`src/rtl/four_channel_limit_debounce_macros.svh`:
```
// Assertion macros shared by the debouncer RTL.
`ifndef FOUR_CHANNEL_LIMIT_DEBOUNCE_MACROS_SVH
`define FOUR_CHANNEL_LIMIT_DEBOUNCE_MACROS_SVH

// Condition that must hold at every clock edge outside reset.
`define FCLD_ASSERT_ALWAYS(label, clk, rst, cond, msg) \
   label: assert property (@(posedge clk) disable iff (rst) (cond)) else $error(msg);

// Antecedent at one edge implies consequent at the next edge.
`define FCLD_ASSERT_NEXT(label, clk, rst, ante, cons, msg) \
   label: assert property (@(posedge clk) disable iff (rst) (ante) |=> (cons)) \
      else $error(msg);

`endif

```
`src/rtl/fcld_pkg.sv`:
```
// Package with widths, register map and result type for the limit debouncer.
package fcld_pkg;

   localparam int CHANNELS      = 4;
   localparam int COUNT_W       = 8;
   localparam int DEBOUNCE_W    = 8;
   localparam int CSR_DATA_W    = 32;
   localparam int CSR_ADDR_W    = 3;

   localparam logic [COUNT_W-1:0]    COUNT_MAX      = {COUNT_W{1'b1}};
   localparam logic [DEBOUNCE_W-1:0] DEBOUNCE_RESET = DEBOUNCE_W'(10);

   // Register index (byte address bits above the word offset)
   localparam logic REG_DEBOUNCE_TICKS = 1'b0;

   typedef struct packed {
      logic [CHANNELS-1:0] debounced_levels;
      logic [CHANNELS-1:0] fault_channels;
      logic                fault;
      logic [CHANNELS-1:0] settling_mask;
   } result_type;

endpackage

```
`src/rtl/fcld_req_if.sv`:
```
// Input channel interface: one transaction per 1 ms tick.
interface fcld_req_if;
   logic                          valid;
   logic                          ready;
   logic [fcld_pkg::CHANNELS-1:0] raw_levels;
   logic                          wake_event;

   modport source (output valid, output raw_levels, output wake_event, input ready);
   modport sink   (input valid, input raw_levels, input wake_event, output ready);
endinterface

```
`src/rtl/fcld_rsp_if.sv`:
```
// Result channel interface: debounced levels, faults and settling status.
interface fcld_rsp_if;
   logic                          valid;
   logic                          ready;
   logic [fcld_pkg::CHANNELS-1:0] debounced_levels;
   logic [fcld_pkg::CHANNELS-1:0] fault_channels;
   logic                          fault;
   logic [fcld_pkg::CHANNELS-1:0] settling_mask;

   modport source (output valid, output debounced_levels, output fault_channels,
                   output fault, output settling_mask, input ready);
   modport sink   (input valid, input debounced_levels, input fault_channels,
                   input fault, input settling_mask, output ready);
endinterface

```
`src/rtl/four_channel_limit_debounce.sv`:
```
// An accepted tick's result is registered in the result register or skid.
// Throughput: one tick per clock; per-channel state updates in a single pass.
// A two-entry output buffer (result register plus skid) keeps input open while a
// result waits; input stalls only when both entries are full.
// Reset (synchronous, active high): all channel state low/clear/zero,
// debounce_ticks = 10, output buffer empty.
`include "four_channel_limit_debounce_macros.svh"

module four_channel_limit_debounce (
   input  logic                                clock,
   input  logic                                reset,
   fcld_req_if.sink                            req_chan,
   fcld_rsp_if.source                          rsp_chan,
   input  logic                                csr_psel,
   input  logic                                csr_penable,
   input  logic                                csr_pwrite,
   input  logic [fcld_pkg::CSR_ADDR_W-1:0]     csr_paddr,
   input  logic [fcld_pkg::CSR_DATA_W-1:0]     csr_pwdata,
   output logic [fcld_pkg::CSR_DATA_W-1:0]     csr_prdata,
   output logic                                csr_pready
);

   localparam int CH = fcld_pkg::CHANNELS;

   // Channel state
   logic [CH-1:0]                      sampled_ff, sampled_in;
   logic [CH-1:0]                      stable_ff, stable_in;
   logic [CH-1:0]                      settling_ff, settling_in;
   logic [CH-1:0][fcld_pkg::COUNT_W-1:0] count_ff, count_in;
   logic [fcld_pkg::DEBOUNCE_W-1:0]    debounce_ff, debounce_in;

   // Output buffer
   fcld_pkg::result_type               out_ff, out_in;
   fcld_pkg::result_type               skid_ff, skid_in;
   logic                               out_valid_ff, out_valid_in;
   logic                               skid_valid_ff, skid_valid_in;

   fcld_pkg::result_type               tick_result;
   logic [CH-1:0]                      fault_vec;
   logic                               req_take;
   logic                               rsp_take;
   logic                               csr_write;
   logic [fcld_pkg::COUNT_W-1:0]       cnt;
   logic                               sett;

   // Handshakes
   assign req_chan.ready = !skid_valid_ff;
   assign req_take       = req_chan.valid && req_chan.ready;
   assign rsp_take       = rsp_chan.valid && rsp_chan.ready;

   // Configuration port
   assign csr_pready = 1'b1;
   assign csr_write  = csr_psel && csr_penable && csr_pwrite && csr_pready;

   always_comb begin
      debounce_in = debounce_ff;
      if (csr_write && (csr_paddr[2] == fcld_pkg::REG_DEBOUNCE_TICKS)) begin
         debounce_in = csr_pwdata[fcld_pkg::DEBOUNCE_W-1:0];
      end
   end

   always_comb begin
      csr_prdata = '0;
      if (csr_paddr[2] == fcld_pkg::REG_DEBOUNCE_TICKS) begin
         csr_prdata = {{(fcld_pkg::CSR_DATA_W-fcld_pkg::DEBOUNCE_W){1'b0}}, debounce_ff};
      end
   end

   // Per-channel tick update; channels are independent
   always_comb begin
      sampled_in  = sampled_ff;
      stable_in   = stable_ff;
      settling_in = settling_ff;
      count_in    = count_ff;
      fault_vec   = '0;
      for (int c = 0; c < CH; c++) begin
         cnt  = (count_ff[c] == fcld_pkg::COUNT_MAX) ? count_ff[c]
                                                     : count_ff[c] + 1'b1;
         sett = settling_ff[c] | req_chan.wake_event;
         if (sett) begin
            if (req_chan.raw_levels[c] != sampled_ff[c]) begin
               sampled_in[c] = req_chan.raw_levels[c];
               cnt           = '0;
            end
            if (cnt >= debounce_ff) begin
               stable_in[c] = sampled_in[c];
               fault_vec[c] = sampled_in[c] & ~stable_ff[c];
               sett         = 1'b0;
            end
         end
         if (req_take) begin
            count_in[c]    = cnt;
            settling_in[c] = sett;
         end else begin
            sampled_in[c]  = sampled_ff[c];
            stable_in[c]   = stable_ff[c];
         end
      end
   end

   always_comb begin
      tick_result.debounced_levels = stable_in;
      tick_result.fault_channels   = fault_vec;
      tick_result.fault            = |fault_vec;
      tick_result.settling_mask    = settling_in;
   end

   // Result register plus skid entry
   always_comb begin
      out_in        = out_ff;
      skid_in       = skid_ff;
      out_valid_in  = out_valid_ff;
      skid_valid_in = skid_valid_ff;
      if (rsp_take) begin
         if (skid_valid_ff) begin
            out_in        = skid_ff;
            out_valid_in  = 1'b1;
            skid_valid_in = req_take;
            skid_in       = tick_result;
         end else begin
            out_in        = tick_result;
            out_valid_in  = req_take;
         end
      end else if (req_take) begin
         if (!out_valid_ff) begin
            out_in       = tick_result;
            out_valid_in = 1'b1;
         end else begin
            skid_in       = tick_result;
            skid_valid_in = 1'b1;
         end
      end
   end

   always_ff @(posedge clock) begin
      if (reset) begin
         sampled_ff    <= '0;
         stable_ff     <= '0;
         settling_ff   <= '0;
         count_ff      <= '0;
         debounce_ff   <= fcld_pkg::DEBOUNCE_RESET;
         out_valid_ff  <= 1'b0;
         skid_valid_ff <= 1'b0;
      end else begin
         sampled_ff    <= sampled_in;
         stable_ff     <= stable_in;
         settling_ff   <= settling_in;
         count_ff      <= count_in;
         debounce_ff   <= debounce_in;
         out_valid_ff  <= out_valid_in;
         skid_valid_ff <= skid_valid_in;
      end
   end

   // Payload registers, no reset
   always_ff @(posedge clock) begin
      out_ff  <= out_in;
      skid_ff <= skid_in;
   end

   assign rsp_chan.valid            = out_valid_ff;
   assign rsp_chan.debounced_levels = out_ff.debounced_levels;
   assign rsp_chan.fault_channels   = out_ff.fault_channels;
   assign rsp_chan.fault            = out_ff.fault;
   assign rsp_chan.settling_mask    = out_ff.settling_mask;

   // Checks
   `FCLD_ASSERT_ALWAYS(a_skid_behind_out, clock, reset,
      !skid_valid_ff || out_valid_ff,
      "skid entry valid while result register empty")
   `FCLD_ASSERT_ALWAYS(a_fault_is_rise, clock, reset,
      !out_valid_ff || ((out_ff.fault_channels & ~out_ff.debounced_levels) == '0),
      "fault on a channel whose debounced level is low")
   `FCLD_ASSERT_ALWAYS(a_fault_done_settling, clock, reset,
      !out_valid_ff || ((out_ff.fault_channels & out_ff.settling_mask) == '0),
      "fault on a channel still settling")
   `FCLD_ASSERT_NEXT(a_empty_fills, clock, reset,
      req_take && !out_valid_ff, out_valid_ff,
      "accepted tick into empty buffer did not appear")

endmodule

```
`src/flat_wrapper.sv`:
```
// flat-port wrapper written by rule: the top's interface ports become plain ports
module four_channel_limit_debounce_flat 
  (clock, reset, csr_psel, csr_penable, csr_pwrite, csr_paddr, csr_pwdata, csr_prdata, csr_pready, req_chan_valid, req_chan_raw_levels, req_chan_wake_event, req_chan_ready, rsp_chan_valid, rsp_chan_debounced_levels, rsp_chan_fault_channels, rsp_chan_fault, rsp_chan_settling_mask, rsp_chan_ready);
  fcld_req_if req_chan_i ();
  fcld_rsp_if rsp_chan_i ();
  input  logic clock;
  input  logic reset;
  input  logic csr_psel;
  input  logic csr_penable;
  input  logic csr_pwrite;
  input  logic [fcld_pkg::CSR_ADDR_W-1:0] csr_paddr;
  input  logic [fcld_pkg::CSR_DATA_W-1:0] csr_pwdata;
  output logic [fcld_pkg::CSR_DATA_W-1:0] csr_prdata;
  output logic csr_pready;
  input wire logic [$bits(req_chan_i.valid)-1:0] req_chan_valid;
  input wire logic [$bits(req_chan_i.raw_levels)-1:0] req_chan_raw_levels;
  input wire logic [$bits(req_chan_i.wake_event)-1:0] req_chan_wake_event;
  output wire logic [$bits(req_chan_i.ready)-1:0] req_chan_ready;
  output wire logic [$bits(rsp_chan_i.valid)-1:0] rsp_chan_valid;
  output wire logic [$bits(rsp_chan_i.debounced_levels)-1:0] rsp_chan_debounced_levels;
  output wire logic [$bits(rsp_chan_i.fault_channels)-1:0] rsp_chan_fault_channels;
  output wire logic [$bits(rsp_chan_i.fault)-1:0] rsp_chan_fault;
  output wire logic [$bits(rsp_chan_i.settling_mask)-1:0] rsp_chan_settling_mask;
  input wire logic [$bits(rsp_chan_i.ready)-1:0] rsp_chan_ready;
  assign req_chan_i.valid = req_chan_valid;
  assign req_chan_i.raw_levels = req_chan_raw_levels;
  assign req_chan_i.wake_event = req_chan_wake_event;
  assign req_chan_ready = req_chan_i.ready;
  assign rsp_chan_valid = rsp_chan_i.valid;
  assign rsp_chan_debounced_levels = rsp_chan_i.debounced_levels;
  assign rsp_chan_fault_channels = rsp_chan_i.fault_channels;
  assign rsp_chan_fault = rsp_chan_i.fault;
  assign rsp_chan_settling_mask = rsp_chan_i.settling_mask;
  assign rsp_chan_i.ready = rsp_chan_ready;
  four_channel_limit_debounce u_core (.clock(clock), .reset(reset), .req_chan(req_chan_i), .rsp_chan(rsp_chan_i), .csr_psel(csr_psel), .csr_penable(csr_penable), .csr_pwrite(csr_pwrite), .csr_paddr(csr_paddr), .csr_pwdata(csr_pwdata), .csr_prdata(csr_prdata), .csr_pready(csr_pready));
endmodule
```
`config.mk`:
```
export PLATFORM = sky130hd
export DESIGN_NAME = four_channel_limit_debounce_flat
export DESIGN_NICKNAME = d
export VERILOG_FILES = /design/src/rtl/fcld_pkg.sv /design/src/rtl/fcld_req_if.sv /design/src/rtl/fcld_rsp_if.sv /design/src/rtl/four_channel_limit_debounce.sv /design/src/flat_wrapper.sv
export VERILOG_INCLUDE_DIRS = /design/src /design/src/rtl
export SDC_FILE = /design/constraint.sdc
export NUM_CORES = 1
export LEC_CHECK = 0
export ABC_AREA = 1
export ABC_CLOCK_PERIOD_IN_PS = 3200
export BUFFER_PORTS_ARGS = -buffer_cell sky130_fd_sc_hd__buf_2
export CAP_MARGIN = 20
export CORE_UTILIZATION = 50
export CTS_CLUSTER_DIAMETER = 50
export CTS_CLUSTER_SIZE = 30
export DETAILED_ROUTE_END_ITERATION = 8
export GPL_TIMING_DRIVEN = 0
export PLACE_DENSITY = 0.76
export SYNTH_ARGS = -nofsm -noshare
export SYNTH_HDL_FRONTEND = slang
export SYNTH_SLANG_ARGS = --single-unit
export TNS_END_PERCENT = 1
```
`constraint.sdc`:
```
create_clock -name clock -period 3.2 [get_ports clock]
set_clock_uncertainty 0.05 [all_clocks]
set_input_delay 0.32 -clock clock [delete_from_list [all_inputs] [get_ports clock]]
set_output_delay 0.32 -clock clock [all_outputs]
set_load 0.1 [all_outputs]
```
==> flow_summary_export.csv <==
group,metric,value,unit
worst_setup_path,worst-endpoint-arrival,2.96,ns
detailed_routing,drc,0,
placement,routabilityCongestion,0.867,
yosys,synthDistinctLibCells,39,
final_layout,layout.cells.most_common_list,"nand2_1, inv_1, nor2_1, a21oi_1, dfxtp_1",
yosys,synth_largest_type_area_fraction,21.3,%
hold_path,hold_class,"primary input to flop",
floorplanning,total_die_area,10500,µm²
yosys,ys_seq_area_share,36.7,%
sta,final.setup.worst_slack,0.292,ns
sta,share_of_the_clock_period_used_by_the_worst_path_after_layout,90.9,%
outcome,status,"finished clean",
yosys,synth_area_leaders,"dfxtp_1, edfxtp_1, nand2_1",
pwr,cellPowerDensity,454,nW/µm²
worst_setup_path,worst_path_fanout_max,9,
clock_tree,cts_sink_cnt,80,
yosys,synthAdderAreaFrac,10.9,%
yosys,synthFlopType,"dfxtp_1",
detailed_routing,number_of_iterations_in_the_first_detailed_routing_pass,5,
sta,finalSetupViolations,0,
final_layout,drive_above_1_share,15.1,%
detailed_routing,dr.first_iter.drc_count,203,
sta,final_hold_fails,0,
grt,antenna_found_initial,0,
final_layout,areaGrowthSynthToFinish,14.4,%
sta,worst_slew_margin_rel,58.0,%
yosys,yosys.area_share.simple,25.3,%
worst_setup_path,end_kind,"flop",
clock_tree,tritoncts,"built",
pwr,p_leak,2.89,nW
final_layout,diodes,0,
yosys,xor_xnor_cell_area_share_of_the_yosys_netlist,2.25,%
sta,post-route-min-period,2.91,ns
detailed_routing,drt_wl_total,10900,µm
yosys,synth_compound_area_share,12.4,%
grt,global_route_wire_length_before_repair,18100,µm
grt,maximum_number_of_pins_on_one_net_before_global_route_repair,15,
clock_tree,cts_max_path_buffers,2,
clock_tree,clkLatencyLatePin,0.36,ns
yosys,per_instance_average_area_after_synthesis,7.31,µm²
floorplanning,design.core.area,9820,µm²
yosys,combinational_family_with_the_most_area_after_synthesis,"simple AND/OR/NAND/NOR gates",
worst_setup_path,worstPathRequired,3.25,ns
yosys,async_flop_share,0,%
floorplanning,fp-row-count,36,
yosys,ys_seq_elements,80,
floorplanning,die_height,103,µm
detailed_routing,route.detailed.vias_per_inst,4.90,
worst_setup_path,path_class,"flop to flop",
floorplanning,die-width,103,µm
placement,place_ws,0.183,ns
sta,slew_viol_final,0,
placement,hpwl,8440,µm
sta,tightest_slew,0.625,ns
yosys,syn-cell-area,5070,µm²
sta,timing.fmax,344,MHz
grt,grt.overflow.total,0,
flow_run,maxCapViolations,0,
grt,grt_util_overall,22.2,%
final_layout,mostFrequentLayoutCell,"nand2_1",
clock_tree,post_cts_hold_buffer_count,0,
detailed_routing,vias,4447,
clock_tree,cts-buffers-inserted,9,
clock_tree,cts.htree.levels,3,
clock_tree,worst_setup_hold_path_clk_slew,0.08,ns
yosys,synth-warning-count,0,
yosys,multiplexer_share_of_the_synthesized_area,0.395,%
sta,grt_setup_unrepaired,"false",
floorplanning,io_pins,95,
final_layout,net_count_reported_at_finish,861,
yosys,synth.largest_area_cell,"dfxtp_1",
grt,grt_pass1_vias,4096,
pwr,power.ir.vdd_worst,225,µV
yosys,synthesis.instances,693,
detailed_routing,drt.antenna.violating_nets,0,
sta,totalNegativeSetupSlack,0,ns
yosys,synth_edf_count,26,
floorplanning,initial_core_utilization,51.6,%
placement,port_buffers,41,
clock_tree,cts.root.buffer_cell,"clkbuf_8",
worst_setup_path,critPathLaunchType,"flop",
detailed_routing,drt-wirelength-per-cell,12.1,µm
-- layer usage --
| layer | up-vias | wire (µm) | global-route usage, % | part of all wire (%) |
|---|---|---|---|---|
| met5 | - | 0 | 0 | 0 |
| met4 | 0 | 237 | 7.80 | 2.2 |
| met3 | 22 | 523 | 2.51 | 4.8 |
| met2 | 112 | 5390 | 40.4 | 49 |
| met1 | 1990 | 4800 | 27.1 | 44 |
| li1 | 2323 | - | - | - |
-- per-stage QoR --
stage	hold slack, ns	instances	area (µm²)	total power [mW]	util [%]
6_report	0.134	908	5800	2.63	59.0
5_1_grt	0.154	908	5800	2.73	59.0
4_1_cts	0.123	908	5780	2.64	58.9
3_5_place_dp	0.425	892	5540	1.77	56.4
3_3_place_gp	0.415	890	5530	1.75	56.3
2_1_floorplan	0.400	716	5150	1.66	-
-- critical path, cell delays in order (launching register included) --
cell and delay, ns:
dfxtp_1 0.41, ha_1 0.23, nand3_2 0.14, nor3_4 0.22, nand2_4 0.13, a21boi_1 0.22, inv_1 0.06, nor2_1 0.09
ha_1 0.24, nand2_1 0.09, nor2_1 0.05, nor2_1 0.08, nand2_1 0.06, nand2_1 0.05, nand2_1 0.10, nand2_1 0.16
nand2_1 0.07, o21ai_0 0.16, nand2_1 0.06
-- report_power, final --
part	total (mW)	leakage (nW)	switching, mW	internal [mW]
registers	1.13	0.693	0.0243	1.11
clock network	0.883	0.116	0.390	0.493
logic	0.619	2.08	0.494	0.125
-- flip-flops by register name, summed over array words and instances, names as in the netlist, 4 cells and up --
name,count
u_core.count_ff,32
u_core.debounce_ff,8
u_core.rsp_chan.debounced_levels,4
u_core.rsp_chan.fault_channels,4
u_core.rsp_chan.settling_mask,4
u_core.sampled_ff,4
u_core.settling_ff,4
u_core.skid_ff,13
u_core.stable_ff,4
-- cell usage after synthesis, types with 3 or more instances --
master	number
o211ai_1	3
dfxtp_1	54
inv_1	92
or2_1	3
o21ai_1	5
nor3_1	4
a21boi_0	3
nor3_4	3
clkbuf_1	10
xor2_1	8
ha_1	44
nand2_1	193
buf_2	5
o21a_1	4
o21ai_0	31
buf_4	25
a21oi_1	59
o22ai_1	6
nor2_1	66
nand3_1	12
nand3_2	3
nand2_2	4
edfxtp_1	26
xnor2_1	5
nand2_4	3
-- cell families (layout without fill, tap and decap cells) --
group / after synthesis / after routing
multiplexers: 2 / 2
adder cells (fa/ha/maj): 44 / 44
flip-flops: 80 / 80
AO/OA/AOI/OAI: 116 / 116
buffers and inverters: 134 / 193
XOR/XNOR: 13 / 13
other: 2 / 25
AND/OR/NAND/NOR: 302 / 302
-- worst paths after layout --
check,cells after the start,endpoint,slack [ns],start
hold reg to reg,2,u_core.count_ff[22],0.44,u_core.count_ff[22]
hold / removal,3,u_core.debounce_ff[1],0.13,csr_pwdata[1]
setup / recovery,18,u_core.rsp_chan.fault,0.29,u_core.count_ff[0]
setup reg to reg,18,u_core.rsp_chan.fault,0.29,u_core.count_ff[0]
-- final cells by class --
class | count | area, µm²
fill | 926 | 4020
timing repair buffer | 43 | 220
multi-input combinational | 502 | 2700
buffer | 40 | 250
clock buffer | 11 | 153
tap | 133 | 166
clock inverter | 5 | 85.1
inverter | 94 | 353
sequential | 80 | 1870
-- what timing repair did --
item                                    in CTS  in global routing
setup buffers                                0                  0
endpoints found under the setup margin       0                  5
gates resized for setup                      0                 11
No activity file was read; power rests on OpenSTA's default activity.
